--- config.mk ---
export PLATFORM = sky130hd
export DESIGN_NAME = cents_to_pitch_ratio
export DESIGN_NICKNAME = d
export VERILOG_FILES = /design/src/design/c2pr_pkg.sv /design/src/design/c2pr_pipe.sv /design/src/design/cents_to_pitch_ratio.sv
export SDC_FILE = /design/constraint.sdc
export NUM_CORES = 2
export LEC_CHECK = 0
export ABC_CLOCK_PERIOD_IN_PS = 7900
export BUFFER_PORTS_ARGS = -buffer_cell sky130_fd_sc_hd__buf_2
export CELL_PAD_IN_SITES_DETAIL_PLACEMENT = 1
export CELL_PAD_IN_SITES_GLOBAL_PLACEMENT = 1
export CORE_ASPECT_RATIO = 1.25
export CORE_MARGIN = 2
export CORE_UTILIZATION = 53
export DETAILED_ROUTE_END_ITERATION = 10
export PLACE_DENSITY_LB_ADDON = 0.1
export REMOVE_ABC_BUFFERS = 1
export SLEW_MARGIN = 20
export SYNTH_ARGS = -nofsm -noshare
export SYNTH_HDL_FRONTEND = slang
export SYNTH_HIERARCHICAL = 1
export SYNTH_SLANG_ARGS = --single-unit
--- constraint.sdc ---
create_clock -name clk -period 7.9 [get_ports clk]
set_input_delay 0.395 -clock clk [delete_from_list [all_inputs] [get_ports clk]]
set_output_delay 0.395 -clock clk [all_outputs]
set_load 0.005 [all_outputs]
--- src/design/c2pr_pkg.sv ---
`timescale 1ns / 1ps
// ----------------------------------------------------------------------------
// c2pr_pkg: shared constants, types and pitch tables
// fixed-point formats, divide-by-constant factors and the four ratio tables
// ----------------------------------------------------------------------------
package c2pr_pkg;

  localparam int FRAC_BITS  = 12;
  localparam int TABLE_BITS = 24;

  localparam int IN_W    = 16;
  localparam int MAG_W   = IN_W + 1;
  localparam int OUT_W   = 31;
  localparam int TDATA_W = ((OUT_W + 7) / 8) * 8;

  // table entries stay below 2.0, so one integer bit
  localparam int TENT_W = TABLE_BITS + 1;
  localparam int PROD_W = 2 * TENT_W;

  localparam int CENTS_PER_OCT  = 1200;
  localparam int CENTS_PER_SEMI = 100;
  localparam int SEMIS          = 12;

  localparam int OCT_W  = 5;
  localparam int REM_W  = 11;
  localparam int SEMI_W = 4;
  localparam int CI_W   = 7;

  // mag / 1200 as (mag * OCT_MUL) >> OCT_SHIFT, exact for mag below 59074
  localparam int OCT_MUL   = 55925;
  localparam int OCT_SHIFT = 26;
  localparam int OCT_PROD_W = MAG_W + 16;
  // rem / 100 as (rem * SEMI_MUL) >> SEMI_SHIFT, exact for rem below 1200
  localparam int SEMI_MUL   = 5243;
  localparam int SEMI_SHIFT = 19;
  localparam int SEMI_PROD_W = REM_W + 13;

  // largest octave count (from a magnitude of 32768)
  localparam int OCT_MAX = ((1 << (IN_W - 1)) / CENTS_PER_OCT);
  // left headroom so the largest upward shift becomes a right shift of zero
  localparam int L_PAD   = OCT_MAX - (TABLE_BITS - FRAC_BITS);
  localparam int SH_BIAS = L_PAD + TABLE_BITS - FRAC_BITS;
  localparam int SH_W    = 6;
  localparam int WIDE_W  = TENT_W + L_PAD;

  // table generator
  localparam int          GEN_BITS = 48;
  localparam logic [63:0] GEN_STEP = 64'd162633287901;

  typedef logic [TENT_W-1:0] tent_t;

  typedef struct packed {
    tent_t [SEMIS-1:0]          semi;
    tent_t [CENTS_PER_SEMI-1:0] cent;
    tent_t [SEMIS-1:0]          isemi;
    tent_t [CENTS_PER_SEMI-1:0] icent;
  } tables_t;

  // product leaving the multiplier stage, with its right-shift amount
  typedef struct packed {
    logic [TENT_W-1:0] p;
    logic [SH_W-1:0]   sh;
  } prod_t;

  function automatic tent_t round_gen(input logic [63:0] v, input int s);
    logic [63:0] half;
    logic [63:0] sum;
    half = 64'd1 << (s - TABLE_BITS - 1);
    sum  = v + half;
    return tent_t'(sum >> (s - TABLE_BITS));
  endfunction

  // elaboration-time build of the geometric sequence 2^(k/1200)
  function automatic tables_t build_tables();
    tables_t      t;
    logic [63:0]  g;
    logic [127:0] gp;
    t = '0;
    g = 64'd1 << GEN_BITS;
    t.isemi[0] = tent_t'(1) << TABLE_BITS;
    t.icent[0] = tent_t'(1) << TABLE_BITS;
    for (int k = 0; k < CENTS_PER_OCT; k++) begin
      if (k > 0) begin
        gp = {64'd0, g} * {64'd0, GEN_STEP};
        g  = g + gp[GEN_BITS +: 64];
      end
      if (k % CENTS_PER_SEMI == 0)
        t.semi[k / CENTS_PER_SEMI] = round_gen(g, GEN_BITS);
      if (k < CENTS_PER_SEMI)
        t.cent[k] = round_gen(g, GEN_BITS);
      if (k >= CENTS_PER_SEMI && k % CENTS_PER_SEMI == 0)
        t.isemi[(CENTS_PER_OCT - k) / CENTS_PER_SEMI] = round_gen(g, GEN_BITS + 1);
      if (k > CENTS_PER_OCT - CENTS_PER_SEMI)
        t.icent[CENTS_PER_OCT - k] = round_gen(g, GEN_BITS + 1);
    end
    return t;
  endfunction

  localparam tables_t TABLES = build_tables();

endpackage

--- src/design/c2pr_pipe.sv ---
`timescale 1ns / 1ps
// ----------------------------------------------------------------------------
// c2pr_pipe: octave split, table lookup and product pipeline
// seven stages with travelling valid bits; a stage moves when the next is free
// ----------------------------------------------------------------------------
module c2pr_pipe (
  input  logic                          clk,
  input  logic                          rst_n,
  input  logic                          in_valid,
  output logic                          in_ready,
  input  logic [c2pr_pkg::IN_W-1:0]     in_cents,
  output logic                          out_valid,
  input  logic                          out_ready,
  output c2pr_pkg::prod_t               out_prod
);

  localparam int NST = 7;

  logic [NST:1] v_r, v_nxt;
  logic [NST+1:1] en;

  // stage payloads
  logic                              neg1_r, neg2_r, neg3_r, neg4_r;
  logic [c2pr_pkg::MAG_W-1:0]        mag1_r, mag2_r;
  logic [c2pr_pkg::OCT_W-1:0]        oct2_r, oct3_r;
  logic [c2pr_pkg::REM_W-1:0]        rem3_r, rem4_r;
  logic [c2pr_pkg::SEMI_W-1:0]       si4_r;
  logic [c2pr_pkg::SH_W-1:0]         sh4_r, sh5_r, sh6_r, sh7_r;
  logic                              neg5_r;
  logic [c2pr_pkg::CI_W-1:0]         ci5_r;
  c2pr_pkg::tent_t                   fa5_r, fa6_r, fb6_r;
  logic [c2pr_pkg::TENT_W-1:0]       p7_r;

  logic [c2pr_pkg::MAG_W-1:0]        ext;
  logic [c2pr_pkg::MAG_W-1:0]        mag_nxt;
  logic [c2pr_pkg::OCT_PROD_W-1:0]   oct_prod;
  logic [c2pr_pkg::MAG_W-1:0]        rem_full;
  logic [c2pr_pkg::SEMI_PROD_W-1:0]  semi_prod;
  logic [c2pr_pkg::SH_W-1:0]         sh_nxt;
  logic [c2pr_pkg::REM_W-1:0]        ci_full;
  c2pr_pkg::tent_t                   fa_nxt, fb_nxt;
  logic [c2pr_pkg::PROD_W-1:0]       prod;

  // stall chain: a stage loads when empty or when its content moves on
  always_comb begin
    en[NST+1] = out_ready;
    for (int k = NST; k >= 1; k--) begin
      en[k] = !v_r[k] || en[k+1];
    end
  end

  assign in_ready = en[1];

  always_comb begin
    v_nxt = v_r;
    if (en[1]) v_nxt[1] = in_valid;
    for (int k = 2; k <= NST; k++) begin
      if (en[k]) v_nxt[k] = v_r[k-1];
    end
  end

  always_ff @(posedge clk) begin
    if (!rst_n) begin
      v_r <= '0;
    end else begin
      v_r <= v_nxt;
    end
  end

  // stage 1: magnitude, most negative input keeps 32768
  assign ext     = {in_cents[c2pr_pkg::IN_W-1], in_cents};
  assign mag_nxt = in_cents[c2pr_pkg::IN_W-1] ? (~ext + c2pr_pkg::MAG_W'(1)) : ext;

  // stage 2: octave count by reciprocal multiply
  assign oct_prod = c2pr_pkg::OCT_PROD_W'(mag1_r) *
                    c2pr_pkg::OCT_PROD_W'(c2pr_pkg::OCT_MUL);

  // stage 3: remainder within the octave
  assign rem_full = mag2_r - c2pr_pkg::MAG_W'(oct2_r) *
                    c2pr_pkg::MAG_W'(c2pr_pkg::CENTS_PER_OCT);

  // stage 4: semitone index and shift amount
  assign semi_prod = c2pr_pkg::SEMI_PROD_W'(rem3_r) *
                     c2pr_pkg::SEMI_PROD_W'(c2pr_pkg::SEMI_MUL);
  assign sh_nxt = neg3_r ?
                  c2pr_pkg::SH_W'(c2pr_pkg::SH_BIAS) + c2pr_pkg::SH_W'(oct3_r) :
                  c2pr_pkg::SH_W'(c2pr_pkg::SH_BIAS) - c2pr_pkg::SH_W'(oct3_r);

  // stage 5: cent index and semitone factor
  assign ci_full = rem4_r - c2pr_pkg::REM_W'(si4_r) *
                   c2pr_pkg::REM_W'(c2pr_pkg::CENTS_PER_SEMI);
  assign fa_nxt  = neg4_r ? c2pr_pkg::TABLES.isemi[si4_r] : c2pr_pkg::TABLES.semi[si4_r];

  // stage 6: cent factor
  assign fb_nxt = neg5_r ? c2pr_pkg::TABLES.icent[ci5_r] : c2pr_pkg::TABLES.cent[ci5_r];

  // stage 7: product, truncated back to table precision
  assign prod = c2pr_pkg::PROD_W'(fa6_r) * c2pr_pkg::PROD_W'(fb6_r);

  always_ff @(posedge clk) begin
    if (en[1]) begin
      neg1_r <= in_cents[c2pr_pkg::IN_W-1];
      mag1_r <= mag_nxt;
    end
    if (en[2]) begin
      neg2_r <= neg1_r;
      mag2_r <= mag1_r;
      oct2_r <= oct_prod[c2pr_pkg::OCT_SHIFT +: c2pr_pkg::OCT_W];
    end
    if (en[3]) begin
      neg3_r <= neg2_r;
      oct3_r <= oct2_r;
      rem3_r <= rem_full[c2pr_pkg::REM_W-1:0];
    end
    if (en[4]) begin
      neg4_r <= neg3_r;
      rem4_r <= rem3_r;
      si4_r  <= semi_prod[c2pr_pkg::SEMI_SHIFT +: c2pr_pkg::SEMI_W];
      sh4_r  <= sh_nxt;
    end
    if (en[5]) begin
      neg5_r <= neg4_r;
      ci5_r  <= ci_full[c2pr_pkg::CI_W-1:0];
      fa5_r  <= fa_nxt;
      sh5_r  <= sh4_r;
    end
    if (en[6]) begin
      fa6_r <= fa5_r;
      fb6_r <= fb_nxt;
      sh6_r <= sh5_r;
    end
    if (en[7]) begin
      p7_r  <= prod[c2pr_pkg::TABLE_BITS +: c2pr_pkg::TENT_W];
      sh7_r <= sh6_r;
    end
  end

  assign out_valid   = v_r[NST];
  assign out_prod.p  = p7_r;
  assign out_prod.sh = sh7_r;

  a_oct_range: assert property (@(posedge clk) disable iff (!rst_n)
    v_r[2] |-> oct2_r <= c2pr_pkg::OCT_MAX)
    else $error("octave count out of range");

endmodule

--- src/design/cents_to_pitch_ratio.sv ---
`timescale 1ns / 1ps
// ----------------------------------------------------------------------------
// cents_to_pitch_ratio: cents offset to Q12 pitch ratio 2^(cents/1200)
// pipelined octave/semitone/cent split, table product and octave shift
// ----------------------------------------------------------------------------
//  channel  | dir | tdata                       | tuser
//  in_      | in  | [15:0] cents (signed)       | -
//  out_     | out | [30:0] ratio_q12, [31] zero | [0] saturated
//
//  one transaction per cycle sustained while out_tready is high; results pass through the
//  seven-stage split/lookup/multiply pipeline and the shift/saturate output stage
//  rst_n (synchronous) empties every stage; payload is not cleared
//  an output stall fills empty stages first, so input keeps flowing into bubbles
// ----------------------------------------------------------------------------
module cents_to_pitch_ratio (
  input  logic                            clk,
  input  logic                            rst_n,
  input  logic                            in_tvalid,
  output logic                            in_tready,
  input  logic [c2pr_pkg::IN_W-1:0]       in_tdata,   // [15:0] cents
  output logic                            out_tvalid,
  input  logic                            out_tready,
  output logic [c2pr_pkg::TDATA_W-1:0]    out_tdata,  // [30:0] ratio_q12, [31] zero
  output logic                            out_tuser   // [0] saturated
);

  logic                          pipe_valid;
  logic                          pipe_ready;
  c2pr_pkg::prod_t               pipe_prod;

  logic                          out_valid_r, out_valid_nxt;
  logic [c2pr_pkg::OUT_W-1:0]    ratio_r, ratio_nxt;
  logic                          sat_r, sat_nxt;
  logic [c2pr_pkg::WIDE_W-1:0]   wide;
  logic [c2pr_pkg::WIDE_W-1:0]   shifted;

  c2pr_pipe u_pipe (
    .clk       (clk),
    .rst_n     (rst_n),
    .in_valid  (in_tvalid),
    .in_ready  (in_tready),
    .in_cents  (in_tdata),
    .out_valid (pipe_valid),
    .out_ready (pipe_ready),
    .out_prod  (pipe_prod)
  );

  assign pipe_ready = !out_valid_r || out_tready;

  // product scaled up by the headroom, then one right shift covers every octave
  assign wide    = {pipe_prod.p, {c2pr_pkg::L_PAD{1'b0}}};
  assign shifted = wide >> pipe_prod.sh;

  always_comb begin
    sat_nxt   = |shifted[c2pr_pkg::WIDE_W-1:c2pr_pkg::OUT_W];
    ratio_nxt = sat_nxt ? {c2pr_pkg::OUT_W{1'b1}} : shifted[c2pr_pkg::OUT_W-1:0];
    out_valid_nxt = out_valid_r;
    if (pipe_ready) out_valid_nxt = pipe_valid;
  end

  always_ff @(posedge clk) begin
    if (!rst_n) begin
      out_valid_r <= 1'b0;
    end else begin
      out_valid_r <= out_valid_nxt;
    end
  end

  always_ff @(posedge clk) begin
    if (pipe_ready && pipe_valid) begin
      ratio_r <= ratio_nxt;
      sat_r   <= sat_nxt;
    end
  end

  assign out_tvalid = out_valid_r;
  assign out_tdata  = {{(c2pr_pkg::TDATA_W - c2pr_pkg::OUT_W){1'b0}}, ratio_r};
  assign out_tuser  = sat_r;

  a_sat_clamp: assert property (@(posedge clk) disable iff (!rst_n)
    out_valid_r && sat_r |-> ratio_r == {c2pr_pkg::OUT_W{1'b1}})
    else $error("saturated result not clamped");

  a_idle_ready: assert property (@(posedge clk) disable iff (!rst_n)
    !out_valid_r |-> in_tready)
    else $error("input stalled while output register empty");

  a_hold_stall: assert property (@(posedge clk) disable iff (!rst_n)
    out_valid_r && !out_tready |=> out_valid_r && $stable(ratio_r) && $stable(sat_r))
    else $error("result changed under stall");

endmodule

## Word level (Yosys, flattened, before mapping)

Memories as Yosys holds them, arrays and structs flattened. A register that Yosys moved wholly into a read port is not among the register bits.
Index checks and enable logic that the tools add are counted.
Widths: inputs -> output; s select.

| word-level totals | value |
|---|---|
| memories | 4 |
| register bits | 236 |
| memory bits (read-only) | 7200 |
| input port bits | 20 |

Memory list:

| memory | words | bits a word | read ports | clocked after Yosys merged registers in | write ports | RTL line | RTL |
|---|---|---|---|---|---|---|---|
| (no name shown) | 128 | 25 | 1 | 1 | 0 | c2pr_pipe.sv:95 | `assign fb_nxt = neg5_r ? c2pr_pkg::TABLES.icent[ci5_r] : c2pr_pkg::TABLES.cent[ci5_r];` |
| (no name shown) | 128 | 25 | 1 | 1 | 0 | c2pr_pipe.sv:95 |  |
| (no name shown) | 16 | 25 | 1 | 1 | 0 | c2pr_pipe.sv:92 | `assign fa_nxt = neg4_r ? c2pr_pkg::TABLES.isemi[si4_r] : c2pr_pkg::TABLES.semi[si4_r];` |
| (no name shown) | 16 | 25 | 1 | 1 | 0 | c2pr_pipe.sv:92 |  |

| cells by class | value |
|---|---|
| muxes and demuxes | 12 |
| $mul | 5 |
| bitwise operators | 1 |
| add/sub/neg operators | 5 |
| shift operators | 1 |
| order comparisons | 2 |
| reduce and logical (&&, ||, !) cells | 18 |

Operators with widths:

| operator | count |
|---|---|
| $mux 25 | 6 |
| $mul 25x25->49 | 1 |
| $shr 40x6->40 | 1 |
| $mul 17x16->31 const B | 1 |
| $mul 11x13->23 const B | 1 |
| $add 17x1->17 const B | 1 |
| $not 17->17 | 1 |
| $mux 15 | 1 |
| $mux 7 | 2 |
| $sub 11x11->11 | 1 |
| $reduce_or 9->1 | 1 |
| $logic_not 1->1 | 8 |
| $logic_or 1x1->1 | 8 |
| $lt 7x8->1 const B | 1 |
| $mux 4 | 2 |
| $mul 5x7->7 const B | 1 |
| $sub 7x7->7 | 1 |
| $add 5x5->6 const A | 1 |
| $mux 6 | 1 |
| $sub 5x5->6 const A | 1 |
| $lt 4x5->1 const B | 1 |
| $mul 4x5->5 const B | 1 |
| $logic_and 1x1->1 | 1 |

## Logic depth before layout (Yosys ltp)

| depth | value |
|---|---|
| depth after elaboration | 9 |
| mapped depth | 27 |

## Cells and area by module

The synthesis kept the hierarchy.

By module, submodules not included:

| module | area each (um^2) | instances | cells each |
|---|---|---|---|
| c2pr_pipe | 41379.7 | 1 | 4300 |
| cents_to_pitch_ratio | 3116.7 | 1 | 311 |

## Worst setup path after synthesis

Ideal clock, no wire load.

| timing path | value |
|---|---|
| kind | reg2reg |
| from | register u_pipe.fb6_r[4] |
| to | register u_pipe/p7_r[19] (netlist bit), data pin |
| slack | 1.086 ns |
| data required time | 7.636 ns |
| data arrival time | 6.549 ns |
| library setup time | 0.264 ns |
| path buffers | 3 |
| cell stages (with the launch flop) | 27 |
| period minus slack after synthesis | 6.814 ns |
| path through | edfxtp_1 > clkbuf_1 > clkbuf_1 > nand2_1 > fa_1 > inv_1 > fa_1 > inv_1 > fa_1 > fa_1 > inv_1 > fa_1 > fa_1 > inv_1 > fa_1 > inv_1 > ha_1 > clkbuf_1 > nand2_1 > a211oi_1 > a22oi_1 > and4_1 > o21ai_1 > a211oi_2 > o21ai_1 > a2111oi_0 > nand3b_1 |

| on the way | value |
|---|---|
| cells in the longest elaborated chain, start to end | 1 |

RTL lines:

| what | RTL line | RTL |
|---|---|---|
| start: declaration | c2pr_pipe.sv:31 | `c2pr_pkg::tent_t fa5_r, fa6_r, fb6_r;` |
| start signal: assignment | c2pr_pipe.sv:129 | `fb6_r <= fb_nxt;` |
| $mul 25x25->49 | c2pr_pipe.sv:98 | `assign prod = c2pr_pkg::PROD_W'(fa6_r) * c2pr_pkg::PROD_W'(fb6_r);` |
| via u_pipe.prod (one bit) | c2pr_pipe.sv:42 | `logic [c2pr_pkg::PROD_W-1:0] prod;` |
| end signal: assignment | c2pr_pipe.sv:133 | `p7_r <= prod[c2pr_pkg::TABLE_BITS +: c2pr_pkg::TENT_W];` |
| end: declaration | c2pr_pipe.sv:32 | `logic [c2pr_pkg::TENT_W-1:0] p7_r;` |

The timed path passes the listed nets, and every way through them passes these cells.
A chain may end at the register's enable or synchronous reset.

## Worst setup path after layout

Same ends and word-level chain as after synthesis.

==> impl_results.md <==
- Maximum root-to-sink buffer count: 3
- Root buffer cell: clkbuf_16
- Post-synth top area share: 30.1%
- Overall routing resource usage: 31.3%
- CTS tree: done
- Area after DPL: 0.0458 mm^2
- Grt total ovfl: 0
- Post-route cell area: 0.0470 mm^2
- Max Slew Vio Count: 0
- Via-to-Cell Ratio: 5.91
- Num CTS Buffers: 36
- CP max stage delay: 0.72 ns
- Synth area leaders: fa_1 (30%), edfxtp_1 (15%), ha_1 (12%), inv_1 (7.2%), dfxtp_1 (4.4%)
- Register area: 0.00872 mm^2
- Nets@finish: 5664
- Die Wd: 263 um
- Min-delay worst type: input port to flop
- Max Clk Rate: 132 MHz
- Clock Latency Late Sink: 0.58 ns
- Clk slew on worst S/H paths: 0.07 ns
- Seq/Total Area, Yosys: 19.6%
- Period utilisation layout: 96.1%
- EDFF count, synth: 225
- Max Cap Viol: 0
- Synthesis warning total: 6
- Die Y: 328 um
- Critical Path End Type: flop
- Synthesis-to-finish area growth: 5.60%
- 1st-pass router iterations: 5
- HPWL Detailed: 107000 um
- Async SR Flop Fraction: 0%
- # H-tree levels: 2
- Number of remaining DRC errors: 0
- Yosys top cell by area: fa_1
- DR iter-0 viols: 2490
- Initial antenna violation count: 0
- Register bit total from synthesis: 323
- Number of cell rows: 118
- Layout cells sized above 1: 7.78%
- Cell repeated most along the worst path: fa_1
- Vias in the first global route: 37300
- CP max FO: 15
- Worst path buffer plus inverter count: 7
- Outcome: completed
- Final Hold Vio Count: 0
- Final wirelength: 133000 um
- First-pass GRT wire length: 210000 um
- CP delay by family, top: adder cells
- Min Hold Slack: 0.0591 ns
- Most used DFF post-synth: edfxtp_1
- Fill cells: 9262
- Critical path type: flop to flop
- Clk sinks: 323
- # port buffers: 53
- Setup repair after global routing missed its margin: no
- Die footprint: 0.0863 mm^2
- Rel. slew slack: 29.6%
- Startpoint Class: flop
- Core Area: 0.0830 mm^2
- I/O pin total: 55
- DR vias: 33400
- Cell variety after synth: 94
- Synth Instances: 4611
- Largest net degree at the start of global routing: 97
- Wire per inst: 23.4 um
- Multi-input gate area: 0.0314 mm^2
- Final Wtd Congestion: 0.944
- Worst Max-Slew Pin Slew: 1.03 ns
- Fin crit period: 7.59 ns
- Final setup skew: 0.0216 ns
- Initial core utilization: 53.6%
- Crit path max-delay cell type: edfxtp_1
- Syn_area_per_cell: 9.65 um^2
- Post-DRT Antenna Nets: 0
- Worst endpoint required time: 8.34 ns
- Diodes inserted: 0
- # setup viols final: 0
- Netlist Area Pre-Place: 0.0445 mm^2
- Crit path DAT: 8.03 ns
cells by family after synthesis:
kind of cell	count (synthesis)	synth area share [%]
and+or+nand+nor	1120	12.1
buffers and inverters	1116	9.84
adders and majority gates	1097	42.1
AOI/OAI and AO/OA	743	10.8
DFF	323	19.6
muxes	123	3.78
xor gates and xnor gates	87	1.71
other	2	0.0169
synth_stat cells (7+ instances only):
master / instances
inv_1: 849
fa_1: 668
nand2_1: 471
ha_1: 429
and2_1: 309
edfxtp_1: 225
a21oi_1: 206
clkbuf_1: 177
o21ai_0: 159
nor2_1: 148
dfxtp_1: 98
xnor2_1: 67
mux2_2: 66
o211ai_1: 52
nand3_1: 47
buf_2: 46
nor3_1: 43
a21o_1: 39
a31oi_1: 38
mux2i_1: 27
mux4_2: 25
o21a_1: 23
nand2b_1: 22
a211oi_1: 21
xor2_1: 20
a221oi_1: 19
a311oi_1: 18
o22ai_1: 18
o31ai_1: 16
buf_4: 13
nor2b_1: 13
o221ai_1: 13
a2111oi_0: 12
and3_1: 12
buf_1: 12
a21oi_2: 11
nand4_1: 11
o311ai_0: 11
a22oi_1: 9
buf_6: 7
inv_2: 7
o21bai_1: 7
placed cells by master (no fill, tap or decap), types with 15 or more instances in the layout:
cell         n
a211oi_1    21
a21o_1      39
a21oi_1    206
a221oi_1    19
a311oi_1    18
a31oi_1     38
and2_1     308
buf_2       53
buf_4       98
clkbuf_16   38
dfxtp_1     98
edfxtp_1   225
fa_1       668
ha_1       429
inv_1      849
mux2_2      66
mux2i_1     24
mux4_2      25
nand2_1    470
nand2b_1    22
nand3_1     47
nor2_1     148
nor3_1      43
o211ai_1    52
o21a_1      23
o21ai_0    159
o22ai_1     18
o31ai_1     15
xnor2_1     67
xor2_1      20
metrics by stage:
stage / setup TNS, ns / setup WS [ns] / cells / util (%)
2_1_floorplan: -24.10 / -0.970 / 4354 / -
3_3_place_gp: 0 / 0.504 / 5587 / 55.2
3_5_place_dp: 0 / 0.385 / 5587 / 55.2
4_1_cts: 0 / 0.352 / 5652 / 56.6
5_1_grt: 0 / 0.0115 / 5654 / 56.6
6_report: 0 / 0.310 / 5654 / 56.6
layout make-up:
cell class,instances,share of cell area (%)
well taps,1080,2.88
clock buffers,46,2.09
inverters,859,6.87
multi-input cells,3172,66.9
clock inverters,19,0.421
repair buffers,155,2.26
flip-flops and latches,323,18.6
per-layer routing:
metal	vias up	global-route usage (%)	wire, um	share of wire, %
met3	339	2.93	5550	4.2
met2	1009	57.5	69000	52
li1	14800	-	-	-
met4	0	13.2	5820	4.4
met1	17200	37.4	52100	39
met5	-	0	0	0
timing repair:
item	CTS	global route
endpoints found under the setup margin	0	1
buffers inserted	0	1
hold buffers	0	0
resized for setup	0	0
final timing paths:
check                           slack, ns             from  depth (start not counted)                to
worst max-delay path                 0.31  u_pipe/fb6_r[4]                         25   u_pipe/p7_r[19]
worst min-delay path                 0.06      in_tdata[0]                          1  u_pipe/mag1_r[0]
worst max register to register       0.31  u_pipe/fb6_r[4]                         25   u_pipe/p7_r[19]
worst min register to register       0.41  u_pipe/sh6_r[1]                          0   u_pipe/sh7_r[1]
Power is not shown: default switching activity piles up to over one toggle a cycle in this logic, so the estimate is an artifact.
